**config.mk**
```make
export PLATFORM = sky130hd
export DESIGN_NAME = pcm_mono_mixdown_decimator
export DESIGN_NICKNAME = d
export VERILOG_FILES = /design/src/hdl/pmmd_pkg.sv /design/src/hdl/pmmd_lane.sv /design/src/hdl/pmmd_mix.sv /design/src/hdl/pmmd_out.sv /design/src/hdl/pcm_mono_mixdown_decimator.sv
export SDC_FILE = /design/constraint.sdc
export NUM_CORES = 1
export LEC_CHECK = 0
export ABC_AREA = 1
export ABC_CLOCK_PERIOD_IN_PS = 3600
export BUFFER_PORTS_ARGS = -buffer_cell sky130_fd_sc_hd__buf_2
export CORE_ASPECT_RATIO = 1.1
export CORE_MARGIN = 5
export CORE_UTILIZATION = 56
export CTS_BUF_LIST = sky130_fd_sc_hd__clkbuf_8
export CTS_CLUSTER_DIAMETER = 150
export DETAILED_ROUTE_END_ITERATION = 6
export PLACE_DENSITY = 0.79
export SYNTH_ARGS = -nofsm -noshare
export SYNTH_HDL_FRONTEND = slang
export SYNTH_HIERARCHICAL = 1
export SYNTH_SLANG_ARGS = --single-unit
```
**constraint.sdc**
```tcl
create_clock -name aclk -period 3.6 [get_ports aclk]
set_input_delay 0.72 -clock aclk [delete_from_list [all_inputs] [get_ports aclk]]
set_output_delay 0.72 -clock aclk [all_outputs]
set_load 0.05 [all_outputs]
```
**src/hdl/pmmd_pkg.sv**
```systemverilog
package pmmd_pkg;

    localparam int unsigned CfgIdxW  = 3;
    localparam int unsigned CfgDataW = 32;
    localparam int unsigned SampleW  = 16;
    localparam int unsigned CountW   = 32;
    localparam int unsigned RateW    = 17;

    typedef enum logic [CfgIdxW-1:0] {
        CFG_SAMPLE_DEPTH = 3'd0,
        CFG_STEREO       = 3'd1,
        CFG_HALVE        = 3'd2,
        CFG_SAMPLE_RATE  = 3'd3,
        CFG_SAMPLE_LIMIT = 3'd4
    } cfg_idx_t;

    localparam logic [RateW-1:0] HALVE_RATE_MIN  = 17'd32000;
    localparam logic [RateW-1:0] RATE_RESET      = 17'd44100;

    typedef logic signed [SampleW-1:0] sample_t;

    // (a + b) / 2 rounded toward zero, as in C integer division.
    function automatic sample_t avg_trunc(input sample_t a, input sample_t b);
        logic signed [SampleW:0] sum;
        logic signed [SampleW:0] adj;
        sum = {a[SampleW-1], a} + {b[SampleW-1], b};
        adj = sum + {{SampleW{1'b0}}, sum[SampleW]};
        return adj[SampleW:1];
    endfunction

endpackage

```
**src/hdl/pmmd_lane.sv**
```systemverilog
module pmmd_lane
    import pmmd_pkg::*;
(
    input  logic       depth16,
    input  logic [7:0] byte_8b,
    input  logic [7:0] byte_lo,
    input  logic [7:0] byte_hi,
    output sample_t    value
);

    // 8-bit: unsigned minus 128 is the byte with its top bit flipped.
    always_comb begin
        if (depth16) begin
            value = {byte_hi, byte_lo};
        end else begin
            value = {{(SampleW-7){~byte_8b[7]}}, byte_8b[6:0]};
        end
    end

endmodule

```
**src/hdl/pmmd_mix.sv**
```systemverilog
module pmmd_mix
    import pmmd_pkg::*;
(
    input  logic    aclk,
    input  logic    aresetn,
    input  logic    stereo,
    input  logic    in_valid,
    output logic    in_ready,
    input  sample_t left,
    input  sample_t right,
    output logic    out_valid,
    input  logic    out_ready,
    output sample_t out_value
);

    logic    valid_reg, valid_next;
    sample_t value_reg, value_next;

    always_comb begin
        in_ready   = !valid_reg || out_ready;
        valid_next = valid_reg && !out_ready;
        value_next = value_reg;
        if (in_valid && in_ready) begin
            valid_next = 1'b1;
            value_next = stereo ? avg_trunc(left, right) : left;
        end
    end

    always_ff @(posedge aclk) begin
        if (!aresetn) begin
            valid_reg <= 1'b0;
        end else begin
            valid_reg <= valid_next;
        end
        value_reg <= value_next;
    end

    assign out_valid = valid_reg;
    assign out_value = value_reg;

endmodule

```
**src/hdl/pmmd_out.sv**
```systemverilog
module pmmd_out
    import pmmd_pkg::*;
(
    input  logic              aclk,
    input  logic              aresetn,
    input  logic              pairing,
    input  logic [CountW-1:0] limit,
    input  logic              in_valid,
    output logic              in_ready,
    input  sample_t           in_value,
    output logic              m_valid,
    input  logic              m_ready,
    output sample_t           m_sample,
    output logic              m_last,
    output logic [CountW-1:0] m_count
);

    logic              phase_reg, phase_next;
    sample_t           held_reg, held_next;
    logic [CountW-1:0] cnt_reg, cnt_next;
    logic              valid_reg, valid_next;
    sample_t           sample_reg, sample_next;
    logic              last_reg, last_next;
    logic [CountW-1:0] ocnt_reg, ocnt_next;
    logic [CountW-1:0] cnt_inc;

    always_comb begin
        in_ready    = !valid_reg || m_ready;
        cnt_inc     = cnt_reg + 1'b1;
        phase_next  = phase_reg;
        held_next   = held_reg;
        cnt_next    = cnt_reg;
        valid_next  = valid_reg && !m_ready;
        sample_next = sample_reg;
        last_next   = last_reg;
        ocnt_next   = ocnt_reg;
        // past the limit a request is swallowed with no state change
        if (in_valid && in_ready && (cnt_reg < limit)) begin
            if (pairing && !phase_reg) begin
                held_next  = in_value;
                phase_next = 1'b1;
            end else begin
                phase_next  = 1'b0;
                cnt_next    = cnt_inc;
                valid_next  = 1'b1;
                sample_next = pairing ? avg_trunc(held_reg, in_value) : in_value;
                last_next   = (cnt_inc == limit);
                ocnt_next   = cnt_inc;
            end
        end
    end

    always_ff @(posedge aclk) begin
        if (!aresetn) begin
            phase_reg <= 1'b0;
            held_reg  <= '0;
            cnt_reg   <= '0;
            valid_reg <= 1'b0;
        end else begin
            phase_reg <= phase_next;
            held_reg  <= held_next;
            cnt_reg   <= cnt_next;
            valid_reg <= valid_next;
        end
        sample_reg <= sample_next;
        last_reg   <= last_next;
        ocnt_reg   <= ocnt_next;
    end

    assign m_valid  = valid_reg;
    assign m_sample = sample_reg;
    assign m_last   = last_reg;
    assign m_count  = ocnt_reg;

endmodule

```
**src/hdl/pcm_mono_mixdown_decimator.sv**
```systemverilog
// Channel  | Dir | Ports                     | Contents
// ---------+-----+---------------------------+-----------------------------------------
// frames   | in  | s_tvalid/s_tready/s_tdata | byte0..byte3, one PCM frame per request
// samples  | out | m_tvalid/m_tready/m_tdata | sample, sample_count; m_tlast=limit_reached
// config   | in  | cfg_wr_en/cfg_index/cfg_data | register write, no read-back
//
// One frame per cycle sustained while m_tready stays high; a sample passes the mix register, then the output register.
// Rate is set by the pairing/count update in the output stage, one frame a cycle.
// Reset (aresetn low, synchronous) restores register defaults and clears the
// held frame, pair phase and sample count. Stalls on m_tready propagate back
// through both stages; each stage still takes a new request while it hands off.
module pcm_mono_mixdown_decimator
    import pmmd_pkg::*;
(
    input  logic                aclk,
    input  logic                aresetn,
    // config write port
    input  logic                cfg_wr_en,
    input  logic [CfgIdxW-1:0]  cfg_index,
    input  logic [CfgDataW-1:0] cfg_data,
    // frame input
    input  logic                s_tvalid,
    output logic                s_tready,
    input  logic [31:0]         s_tdata,   // [7:0] byte0, [15:8] byte1, [23:16] byte2, [31:24] byte3
    // sample output
    output logic                m_tvalid,
    input  logic                m_tready,
    output logic [47:0]         m_tdata,   // [15:0] sample, [47:16] sample_count
    output logic                m_tlast    // limit_reached
);

    // configuration registers
    logic              depth_reg;
    logic              stereo_reg;
    logic              halve_reg;
    logic [RateW-1:0]  rate_reg;
    logic [CountW-1:0] limit_reg;

    always_ff @(posedge aclk) begin
        if (!aresetn) begin
            depth_reg  <= 1'b1;
            stereo_reg <= 1'b0;
            halve_reg  <= 1'b0;
            rate_reg   <= RATE_RESET;
            limit_reg  <= '0;
        end else if (cfg_wr_en) begin
            unique case (cfg_index)
                CFG_SAMPLE_DEPTH: depth_reg  <= cfg_data[0];
                CFG_STEREO:       stereo_reg <= cfg_data[0];
                CFG_HALVE:        halve_reg  <= cfg_data[0];
                CFG_SAMPLE_RATE:  rate_reg   <= cfg_data[RateW-1:0];
                CFG_SAMPLE_LIMIT: limit_reg  <= cfg_data[CountW-1:0];
                default: ;  // unmapped index, write dropped
            endcase
        end
    end

    // decimate only when asked and the source rate is high enough
    logic pairing;
    assign pairing = halve_reg && (rate_reg > HALVE_RATE_MIN);

    // two decode lanes: left always from byte0/byte1; right from byte1 (8-bit)
    // or byte2/byte3 (16-bit)
    sample_t left_val, right_val;

    pmmd_lane u_lane_left (
        .depth16 (depth_reg),
        .byte_8b (s_tdata[7:0]),
        .byte_lo (s_tdata[7:0]),
        .byte_hi (s_tdata[15:8]),
        .value   (left_val)
    );

    pmmd_lane u_lane_right (
        .depth16 (depth_reg),
        .byte_8b (s_tdata[15:8]),
        .byte_lo (s_tdata[23:16]),
        .byte_hi (s_tdata[31:24]),
        .value   (right_val)
    );

    // stage 1: stereo mixdown, registered
    logic    mix_valid, mix_ready;
    sample_t mix_value;

    pmmd_mix u_mix (
        .aclk      (aclk),
        .aresetn   (aresetn),
        .stereo    (stereo_reg),
        .in_valid  (s_tvalid),
        .in_ready  (s_tready),
        .left      (left_val),
        .right     (right_val),
        .out_valid (mix_valid),
        .out_ready (mix_ready),
        .out_value (mix_value)
    );

    // stage 2: frame pairing, limit check, count and output register
    sample_t           out_sample;
    logic [CountW-1:0] out_count;

    pmmd_out u_out (
        .aclk     (aclk),
        .aresetn  (aresetn),
        .pairing  (pairing),
        .limit    (limit_reg),
        .in_valid (mix_valid),
        .in_ready (mix_ready),
        .in_value (mix_value),
        .m_valid  (m_tvalid),
        .m_ready  (m_tready),
        .m_sample (out_sample),
        .m_last   (m_tlast),
        .m_count  (out_count)
    );

    assign m_tdata = {out_count, out_sample};

endmodule

```
# Yosys cells after proc, flatten, opt, wreduce, memory -nomap -nowiden
# Cells that the tools add are included.
# totals
ff_bits	168
inputBits	72
out_inout_bits	51
wordCells	59
# op_classes
n_addsub	5
order_cmp	2
n_eq_ne	5
mux	8
bitwise	3
n_reduce_logical	22
# ops
operator	count
16-bit two-way mux	4
16-bit by 16-bit adder with 17-bit output	2
17-bit by 1-bit adder with 17-bit output	2
32-bit by 1-bit adder with 32-bit output (second input constant)	1
32-bit equality test	1
32-bit less-than comparator	1
17-bit by 15-bit greater-than comparator with 1-bit output (second input constant)	1
2-bit AND reduction	7
1-bit logical AND	7
3-bit by 2-bit equality test with 1-bit output (second input constant)	2
1-bit logical NOT	5
1-bit two-way mux	4
3-bit by 1-bit equality test with 1-bit output (second input constant)	1
3-bit equality test (second input constant)	1
3-bit logical NOT	1
1-bit NOT	3
1-bit logical OR	2

# Depth between registers and ports, before layout
# Gate-level depths: netlist (run 1).
# logic_depth
word_depth	5
depth_mapped	29
depth_no_buf	28

# Hierarchy
# The synthesis (run 1) kept the hierarchy.
# modules_own_cells
module	instances	cells_per_inst	area_per_inst_um2	seq_area_each_um2
pmmd_out	1	1128	7403.4	2472.4
pmmd_mix	1	379	2307.2	500.5
pcm_mono_mixdown_decimator	1	261	1978.1	1041.0
pmmd_lane	2	43	202.7	0.0

# Least setup slack after synthesis (run 1)
# Ideal clock, no wire load.
# synth_path
kind	in2reg
startpoint	in s_tdata[0]
endpoint	reg u_mix.value_reg[15] (netlist: u_mix/out_value[15]), data pin
setup_ps	253
arrival_ps	3216
t_required_ps	3347
path_slack_ps	131
stages	26
n_path_buf	0
cell_sequence	nand2_1 > nand2_1 > ha_1 > inv_1 > fa_1 > inv_1 > nand2_1 > nand2_1 > nand3_1 > nand2_1 > nand2_1 > nand2_1 > nand2_1 > nand2_2 > inv_1 > nor2_4 > ha_1 > inv_1 > nor2_1 > nand3_2 > nor2_4 > nand3_1 > nor2_2 > nand3_1 > nand3_1 > nand2_1
# synth_via
elab_chain_len	4
# synth_lines
item	line_no	rtl
from (decl)	pcm_mono_mixdown_decimator.sv:24	input logic [31:0] s_tdata,
16-bit two-way mux	pmmd_lane.sv:13	if (depth16) begin
named net left_val[0]	pcm_mono_mixdown_decimator.sv:64	sample_t left_val, right_val;
16-bit by 16-bit adder with 17-bit output	pmmd_pkg.sv:26	sum = {a[SampleW-1], a} + {b[SampleW-1], b};
17-bit by 1-bit adder with 17-bit output	pmmd_pkg.sv:27	adj = sum + {{SampleW{1'b0}}, sum[SampleW]};
16-bit two-way mux	pmmd_mix.sv:25	value_next = stereo ? avg_trunc(left, right) : left;
to (signal assigned)	pmmd_mix.sv:35	value_reg <= value_next;
to (decl)	pmmd_mix.sv:17	sample_t value_reg, value_next;
# The timed path passes the listed nets, and every way through them passes these cells.
# A chain may end at the register's enable or synchronous reset.

# Worst setup path after layout (run 1)
# layout_path
startpoint	reg depth_reg
endpoint	reg u_mix.value_reg[15] (netlist: u_mix/out_value[15]), data pin
# layout_via
elab_chain_len	4
elab_cells_between_ends	5
cone_classes	2 x add/sub; 3 x mux
# layout_lines
item	line_no	rtl
from (decl)	pcm_mono_mixdown_decimator.sv:33	logic depth_reg;
from (signal assigned)	pcm_mono_mixdown_decimator.sv:48	CFG_SAMPLE_DEPTH: depth_reg <= cfg_data[0];
16-bit two-way mux	pmmd_lane.sv:13	
named net right_val[7]	pcm_mono_mixdown_decimator.sv:64	
16-bit by 16-bit adder with 17-bit output	pmmd_pkg.sv:26	
17-bit by 1-bit adder with 17-bit output	pmmd_pkg.sv:27	
16-bit two-way mux	pmmd_mix.sv:25	
# The timed path passes the listed nets, and every way through them passes these cells.

==> run_results.csv, run 1 <==
group,metric,value,unit
placement,pre_cts_ws,-0.152,ns
global_routing,met2_usage,40.5,%
global_routing,grt_max_degree,66,
yosys,synthMuxAreaShare,0,%
yosys,ys_types,49,
global_routing,met3_usage,3.97,%
run,cap_viol_max_count,0,
placement,place_hpwl,23800,µm
worst_hold_path,hp-class,"in2reg",
yosys,synth_compound_area_share,6.99,%
route,drc,0,
yosys,synth-edff-count,65,
yosys,synth_fp_nets,1995,
critical_path,worstPathRequired,3.82,ns
clock_tree,cts.sinks,168,
global_routing,first_global_vias,10900,
clock_tree,htreeDepth,4,
placement,io_buffer_count,122,
floorplanning,die_x,150,µm
route,drt-pass1-iter-count,7,
yosys,synth_top_family_by_area,"simple AND/OR/NAND/NOR gates",
timing,fin_crit,3.34,ns
global_routing,grt_pass1_wl,50500,µm
finish,multi_input_area,6970,µm²
floorplanning,core-area,21300,µm²
yosys,synth_seq_cells,168,
finish,drive_gt1_share,15.9,%
pwr,power.leakage,6.89,nW
critical_path,start_kind,"flip-flop",
finish,fill_cells,1981,
clock_tree,cts_root_buf,"clkbuf_8",
route,ant_nets,0,
yosys,synth_xor_area_share,2.14,%
global_routing,grt_util_all_layers,25.0,%
yosys,synth-simple-area-share,40.4,%
floorplanning,dieArea,24600,µm²
clock_tree,numCtsBuffers,17,
pwr,vdd_ir_drop_max,0.360,mV
finish,antennaDiodeCount,0,
timing,hold_viol_final,0,
yosys,netlist_instances,1854,
global_routing,grt_busiest_layer,"met2",
yosys,ys_async_sr_fraction,0,%
route,drt-total-wl,30700,µm
critical_path,critPathKind,"reg2reg",
finish,area_growth,13.7,%
finish,sequential_cell_area,4020,µm²
critical_path,endpoint_kind,"flip-flop",
timing,fin_crit_sh,92.7,%
global_routing,grt_overflow_total,0,
yosys,yosysTopAreaCell,"nand2_1",
timing,whs,0.455,ns
clock_tree,cts_tree,"yes",
yosys,synthAdderAreaFrac,7.26,%
yosys,synth_top_area_share,19.2,%
pwr,power.density,506,nW/µm²
yosys,synth_area_leaders,"nand2_1 (19%), dfxtp_1 (17%), edfxtp_1 (16%)",
route,vias,12000,
timing,layout_setup_ws,0.264,ns
floorplanning,num_rows,56,
yosys,synth_warnings,6,
global_routing,grt_util_met1,34.7,%
clock_tree,clkLatencyLatePin,0.47,ns
yosys,synth_flop_cell,"dfxtp_1",
timing,final_max_slew_viol_count,0,
timing,fin_skew,0.0195,ns
timing,setup_viol,0,
floorplanning,initial_core_util,56.8,%
placement,place_congestion,0.944,
floorplanning,io_pins,123,
critical_path,crit_arrival,3.56,ns
finish,layout.nets,2145,
yosys,avgSynthCellArea,6.52,µm²
clock_tree,clock_path_buffers,2,
timing,slew_headroom,25.6,%
route,viasPerCell,5.20,
timing,timing.fmax,300,MHz
route,dr.first_iter.drc_count,754,
route,wl_per_cell,13.3,µm
critical_path,crit_fanout,19,
run_status,status,"finished, final reports clean",
floorplanning,chipHeight,164,µm
yosys,yosysSeqAreaShare,33.2,%
clock_tree,hold_buffers,0,
timing,worst_pin_slew,1.11,ns
clock_tree,clk_pin_slew,0.11,ns
yosys,syn_area,12100,µm²
global_routing,antenna_found_initial,0,
==> worst paths after layout <==
kind                      from                  end  slack [ns]  cells past startpoint
max reg2reg          depth_reg  u_mix/out_value[15]        0.26                     24
min               cfg_data[10]         rate_reg[10]        0.46                      3
min reg2reg  u_out/held_reg[6]    u_out/held_reg[6]        0.48                      2
max                  depth_reg  u_mix/out_value[15]        0.26                     24
==> cells in the mapped netlist (2+ instances only) <==
cell and n:
o2111ai_1 2, nand2_2 25, and2_1 4, nor3_2 4, xor2_2 3, o211ai_1 2
a21oi_1 53, clkinv_1 2, inv_2 12, o21ai_1 20, fa_1 2, buf_8 2
nor2_2 20, nand3_2 6, ha_1 67, nand2_4 2, a211oi_1 2, a31oi_1 4
clkbuf_1 18, nor3_4 2, dfxtp_1 103, xor2_1 22, a21boi_0 2, inv_1 241
edfxtp_1 65, nand4_1 31, nand2_1 620, o21ai_2 4, nand3b_1 4, o21ai_0 67
buf_2 9, nor2_4 10, nor3_1 15, nor2_1 252, buf_6 9, nand3_1 134
xnor2_1 2
==> power breakdown <==
| part | switching [mW] | leakage, nW | total, mW | internal, mW |
|---|---|---|---|---|
| Combinational | 2.06 | 5.22 | 2.95 | 0.887 |
| Clock | 0.822 | 0.218 | 1.43 | 0.605 |
| Sequential | 0.218 | 1.45 | 2.57 | 2.36 |
| Total | 3.10 | 6.89 | 6.95 | 3.85 |
==> area by class of cell <==
cell class              instances  area share, %
clock buffers                  17           1.70
clock inverters                15           1.41
inverters                     255           6.98
multi-input cells            1391           50.7
flip-flops and latches        168           29.2
well taps                     290           2.64
repair buffers                171           7.33
==> cell usage in the layout, fill, tap and decap left out, types with 3 or more instances in the layout <==
cell	netlist	final
nand2_2	25	28
nand3b_1	4	4
edfxtp_1	65	65
nand3_2	6	7
o21ai_0	67	67
nor3_1	15	14
inv_2	12	17
xor2_2	3	3
ha_4	0	4
inv_6	0	3
nor2_4	10	12
nor2_2	20	21
o21ai_2	4	6
a31oi_1	4	4
ha_1	67	63
buf_4	1	47
a21oi_2	1	3
buf_2	9	122
dfxtp_1	103	102
clkinv_8	0	3
nor2_1	252	249
clkbuf_8	0	17
a21oi_1	53	51
and2_1	4	4
nor3_2	4	5
xor2_1	22	22
nand4_1	31	31
inv_1	241	235
inv_8	0	4
nand3_1	134	133
o21ai_1	20	18
nand2_1	620	617
==> critical path: stages, from the launching register on <==
cell and delay (ns):
dfxtp_4 0.39, buf_4 0.16, buf_12 0.15, nand2_1 0.07, o21ai_1 0.07, ha_1 0.34
nand2_1 0.08, nand2_1 0.08, a21oi_2 0.16, nand2_2 0.09, nand2_1 0.08, nand3_1 0.08
nand2_2 0.09, inv_1 0.08, nor2_4 0.10, ha_1 0.14, inv_1 0.06, nor2_2 0.12
nand3_2 0.10, nor2_4 0.15, nand3_1 0.10, nor2_2 0.15, nand3_1 0.09, nand3_1 0.09
nand2_1 0.06
==> cell families (layout without fill, tap and decap cells) <==
logic type,Yosys count,in the layout
AND/OR/NAND/NOR,1136,1136
buffers and inverters,295,458
flip-flops,168,168
AO/OA/AOI/OAI,159,159
adder cells (fa/ha/maj),69,69
XOR/XNOR,27,27
==> routing by layer <==
metal  wire (µm)  vias to the layer above
li1            -                     6181
met1       14100                     5339
met2       13800                      412
met3        2140                       55
met4         678                        0
met5           0                        -
==> repair_timing <==
action | 4_1_cts | 5_1_grt
buffers inserted | 0 | 9
pin swaps | 0 | 15
hold endpoints to repair | 0 | 0
cloned | 0 | 1
resized for setup | 2 | 31
setup endpoints to repair | 3 | 14
==> metrics by stage <==
stage	power [mW]	TNS (ns)	std cells	cell area [µm²]	util, %
floorplan	4.77	0	1854	12100	-
global placement	5.41	-0.176	2265	13100	61.6
detailed placement	5.48	-0.638	2265	13100	61.6
CTS	6.91	0	2297	13500	63.6
global route	7.45	-0.0325	2307	13700	64.6
finish	6.95	0	2307	13700	64.6
Note: power is estimated with default switching activity, not from simulation.
==> run 2: changes to the inputs <==
RECOVER_POWER = 100   (was default)
==> run 2 against run 1 <==
Net effect:
- the flow now finishes with violations (max-capacitance violations, max-slew violations)
- non-clock buffer count unchanged
- hold slack improved by 0.0013 ns
- highest routed layer unchanged
- worst setup slack improved by 0.013 ns
- maximum frequency increased by 0.39%
- final cell count unchanged
- clock-buffer cell count unchanged
- total power decreased by 0.59%
- largest cell class unchanged
- sequential power about the same
- clock power about the same
==> run_results.csv, run 2 (synthesis results as in run 1) <==
group,metric,value,unit
critical_path,crit_arrival,3.54,ns
placement,place_congestion,0.944,
global_routing,grt_pass1_wl,50500,µm
route,viasPerCell,5.17,
global_routing,first_global_vias,10900,
floorplanning,die_x,150,µm
timing,hold_viol_final,0,
global_routing,antenna_found_initial,0,
route,ant_nets,0,
critical_path,r2r_slack,0.28,ns
pwr,vdd_ir_drop_max,0.358,mV
critical_path,cp-endpoint,"u_mix/out_value[15]",
clock_tree,cts_tree,"yes",
placement,place_hpwl,23800,µm
timing,slew_headroom,-1.86,%
timing,timing.fmax,301,MHz
clock_tree,cts_root_buf,"clkbuf_8",
floorplanning,initial_core_util,56.8,%
route,drc,0,
critical_path,start_kind,"flip-flop",
finish,final_cell_mix,"nand2_1 (622), nor2_1 (258), inv_1 (236)",
finish,finalInstanceArea,13600,µm²
pwr,power.leakage,6.71,nW
clock_tree,clock_path_buffers,2,
finish,fill_cells,2029,
global_routing,grt_max_degree,66,
floorplanning,chipHeight,164,µm
timing,fin_crit,3.32,ns
timing,setup_viol,0,
clock_tree,cts.sinks,168,
run_status,status,"finished, violations left",
critical_path,r2r_cells,24,
run,cap_viol_max_count,1,
critical_path,startpoint,"depth_reg",
clock_tree,clkLatencyLatePin,0.47,ns
pwr,power.density,509,nW/µm²
placement,io_buffer_count,122,
worst_hold_path,hp-class,"in2reg",
floorplanning,dieArea,24600,µm²
finish,antennaDiodeCount,0,
critical_path,reg2reg_to,"u_mix/out_value[15]",
floorplanning,io_pins,123,
clock_tree,clk_pin_slew,0.11,ns
clock_tree,hold_buffers,0,
timing,fin_crit_sh,92.3,%
finish,drive_gt1_share,12.1,%
finish,fin_util,63.7,%
timing,final_max_slew_viol_count,44,
clock_tree,htreeDepth,4,
finish,layout.nets,2145,
critical_path,endpoint_kind,"flip-flop",
route,vias,11900,
route,drt-total-wl,30800,µm
floorplanning,core-area,21300,µm²
route,drt-pass1-iter-count,7,
global_routing,grt_util_all_layers,25.0,%
clock_tree,numCtsBuffers,17,
route,dr.first_iter.drc_count,756,
timing,whs,0.457,ns
global_routing,grt_overflow_total,0,
finish,area_growth,12.3,%
critical_path,worstPathRequired,3.82,ns
finish,final_common_cell,"nand2_1",
critical_path,critPathKind,"reg2reg",
route,wl_per_cell,13.4,µm
critical_path,r2r_start,"depth_reg",
timing,worst_pin_slew,1.53,ns
run_status,violations,"max-capacitance violations, max-slew violations",
floorplanning,num_rows,56,
placement,placed_area,13100,µm²
timing,fin_skew,0.0190,ns
critical_path,crit_fanout,19,
## run 2: changes by cell type in the layout (fill, tap and decap cells not counted), sizes merged
| cell | before | now |
|---|---|---|
| clkbuf | 18 | 73 |
| buf | 170 | 115 |
## run 2: worst max-delay path, stage by stage, from the launching register on
cell,delay (ns)
dfxtp_4,0.40
buf_4,0.16
buf_12,0.15
nand2_1,0.06
o21ai_1,0.07
ha_1,0.34
nand2_2,0.11
inv_1,0.05
a21oi_2,0.17
nand2_2,0.09
nand2_1,0.08
nand3_1,0.08
nand2_2,0.09
inv_1,0.08
nor2_4,0.09
ha_1,0.14
inv_1,0.05
nor2_2,0.12
nand3_2,0.10
nor2_4,0.15
nand3_1,0.10
nor2_2,0.15
nand3_1,0.09
nand3_1,0.09
nand2_1,0.06
## run 2: metal layers
layer	vias to the layer above	global-route usage [%]	wire [µm]
met5	-	0	0
met4	0	7.15	604
li1	6172	-	-
met1	5301	34.7	14500
met3	46	3.97	1990
met2	399	40.5	13700
## run 2: final cells by class
class,instances,area [µm²],area share (%)
Clock buffer,17,234,1.72
Clock inverter,15,194,1.43
Inverter,255,960,7.07
Multi-Input combinational cell,1391,6880,50.7
Sequential cell,168,4020,29.6
Tap cell,290,363,2.67
Timing Repair Buffer,171,932,6.87
## run 2: power breakdown
part / switching, mW / total, mW / internal (mW)
Combinational: 2.06 / 2.91 / 0.846
Sequential: 0.219 / 2.58 / 2.36
Clock: 0.823 / 1.43 / 0.605
Total: 3.10 / 6.91 / 3.81
## run 2: metrics by stage
stage	power [mW]	TNS, ns	setup slack [ns]	cells
after floorplan	4.77	0	0.131	1854
after global placement	5.41	-0.176	-0.0718	2265
after detailed placement	5.48	-0.638	-0.152	2265
after CTS	6.91	0	0.0357	2297
after global routing	7.40	-0.0325	-0.0186	2307
final	6.91	0	0.277	2307
## run 2: worst min-delay path by stage
stage	start	endpoint	slack, ns	cells past startpoint
2_1_floorplan	rate_reg[10]	rate_reg[10]	0.44	2
3_3_place_gp	rate_reg[10]	rate_reg[10]	0.45	2
3_5_place_dp	rate_reg[10]	rate_reg[10]	0.46	2
4_1_cts	cfg_data[10]	rate_reg[10]	0.43	3
5_1_grt	cfg_data[13]	rate_reg[13]	0.43	3
6_report	cfg_data[10]	rate_reg[10]	0.46	3
## run 2: repair_timing
action,4_1_cts,5_1_grt
pin swaps,0,15
buffers inserted,0,9
cloned,0,1
resized for setup,2,31
hold endpoints to repair,0,0
endpoints found under the setup margin,3,14
==> run 3: changes to the inputs <==
REMOVE_ABC_BUFFERS = 1   (was default)
==> run 3 against run 2 <==
Net effect:
- the flow finishes with violations (design-rule violations, max-capacitance violations, max-slew violations)
- worst setup slack lost 0.069 ns
- clock-buffer cell count unchanged
- maximum frequency fell by 2.0%
- total power up 0.31%
- critical path depth is 2 higher
- critical endpoint is now u_out/m_sample[15]
- largest power group unchanged
==> run_results.csv, run 3 (synthesis results as in run 1) <==
group,metric,value,unit
route,drc,5,
route,drt-pass1-iter-count,7,
floorplanning,initial_core_util,56.8,%
clock_tree,numCtsBuffers,17,
timing,fin_crit,3.39,ns
route,ant_nets,0,
critical_path,crit_arrival,3.64,ns
route,drt-total-wl,32100,µm
critical_path,endpoint_kind,"flip-flop",
finish,final_cell_mix,"nand2_1 (618), nor2_1 (257), inv_1 (237)",
critical_path,worstPathRequired,3.85,ns
clock_tree,clk_pin_slew,0.11,ns
floorplanning,die_x,150,µm
critical_path,reg2reg_to,"u_out/m_sample[15]",
floorplanning,chipHeight,164,µm
timing,worst_pin_slew,1.52,ns
critical_path,r2r_slack,0.21,ns
timing,fin_crit_sh,94.2,%
pwr,power.leakage,6.72,nW
finish,final_common_cell,"nand2_1",
global_routing,grt_util_all_layers,26.4,%
critical_path,start_kind,"flip-flop",
placement,io_buffer_count,122,
finish,finalInstanceArea,13600,µm²
finish,fill_cells,2058,
route,vias,12000,
global_routing,grt_overflow_total,0,
floorplanning,io_pins,123,
timing,setup_tns,0,ns
worst_hold_path,holdPathStages,3,
floorplanning,num_rows,56,
pwr,vdd_ir_drop_max,0.306,mV
route,wl_per_cell,13.9,µm
finish,layout.nets,2150,
clock_tree,cts_root_buf,"clkbuf_8",
critical_path,r2r_cells,26,
critical_path,crit_fanout,4,
global_routing,grt_max_degree,43,
clock_tree,htreeDepth,4,
clock_tree,cts.sinks,168,
timing,final_max_slew_viol_count,34,
placement,place_congestion,0.958,
placement,placed_area,13100,µm²
timing,layout_setup_ws,0.208,ns
run_status,violations,"design-rule violations, max-capacitance violations, max-slew violations",
global_routing,first_global_vias,11300,
clock_tree,clock_path_buffers,2,
timing,rsz0062_at_grt,"yes",
global_routing,grt_pass1_wl,52900,µm
timing,setup_viol,0,
placement,place_hpwl,25100,µm
timing,hold_viol_final,0,
run_status,status,"finished, violations left",
route,viasPerCell,5.21,
finish,area_growth,12.5,%
pwr,power.density,510,nW/µm²
finish,fin_util,63.9,%
clock_tree,cts_tree,"yes",
route,dr.first_iter.drc_count,941,
critical_path,startpoint,"u_mix/out_value[0]",
floorplanning,core-area,21300,µm²
clock_tree,clkLatencyLatePin,0.48,ns
critical_path,cp-endpoint,"u_out/m_sample[15]",
run,cap_viol_max_count,1,
finish,antennaDiodeCount,0,
timing,fin_skew,0.0185,ns
floorplanning,dieArea,24600,µm²
critical_path,critPathKind,"reg2reg",
worst_hold_path,hp-class,"in2reg",
placement,pre_cts_ws,-0.232,ns
finish,drive_gt1_share,12.5,%
critical_path,r2r_start,"u_mix/out_value[0]",
timing,slew_headroom,-1.51,%
timing,timing.fmax,295,MHz
global_routing,antenna_found_initial,0,
-- run 3: cell count changes in the layout (fill, tap and decap cells not counted), sizes merged --
cell	before	now
buf	115	120
clkinv	6	4
inv	263	265
bufinv	1	0
clkinvlp	0	1
-- run 3: power by group --
part           internal (mW)  leakage [nW]  switching [mW]
clock network          0.551         0.208           0.881
registers               2.35          1.45           0.212
logic                  0.858          5.06            2.08
-- run 3: worst min path at each step --
stage                       startpoint                 end
global route              cfg_data[15]        rate_reg[15]
global placement          rate_reg[10]        rate_reg[10]
CTS                       cfg_data[15]        rate_reg[15]
detailed placement  u_out/held_reg[14]  u_out/held_reg[14]
finish                    cfg_data[15]        rate_reg[15]
floorplan                 rate_reg[10]        rate_reg[10]
-- run 3: cell type report --
class	instances	area (µm²)	area share [%]
multi-input cells	1391	6880	50.6
flip-flops and latches	168	4020	29.5
repair buffers	176	962	7.07
inverters	255	962	7.07
well taps	290	363	2.67
clock buffers	17	234	1.72
clock inverters	15	185	1.36
-- run 3: routing by layer --
metal / vias to the layer above / wire length [µm] / track usage (%) / part of all wire [%]
met2: 334 / 14800 / 44.3 / 46
met1: 5492 / 14900 / 36.0 / 46
met4: 0 / 534 / 6.36 / 1.7
li1: 6177 / - / - / -
met5: - / 0 / 0 / 0
met3: 41 / 1820 / 3.84 / 5.7
-- run 3: worst max-delay path, stage by stage, from the launching register on --
cell,delay (ns)
edfxtp_1,0.38
ha_1,0.19
inv_1,0.06
fa_2,0.34
inv_2,0.08
nand2_2,0.06
nand2_1,0.06
nand3_1,0.10
nand2_1,0.11
nand2_1,0.08
nand2_1,0.07
nand2_1,0.05
nand2_1,0.08
inv_2,0.08
nor2_4,0.12
ha_2,0.18
inv_1,0.06
nor2_2,0.12
nand3_2,0.10
nor2_2,0.15
nand2_2,0.11
nor2_4,0.12
nand2_2,0.08
nor2_4,0.14
nand3_1,0.09
nand3_1,0.10
nand2_1,0.05
-- run 3: what timing repair did --
| action | in CTS | in global routing |
|---|---|---|
| pin swaps | 0 | 16 |
| resized for setup | 3 | 40 |
| hold buffers | 0 | 0 |
| setup endpoints to repair | 5 | 11 |
| setup buffers | 1 | 9 |
-- run 3: through the flow --
step	hold WS, ns	cells	total power [mW]
2_1_floorplan	0.442	1814	4.75
3_3_place_gp	0.451	2270	5.44
3_5_place_dp	0.459	2270	5.52
4_1_cts	0.433	2303	6.96
5_1_grt	0.457	2312	7.45
6_report	0.464	2312	6.93
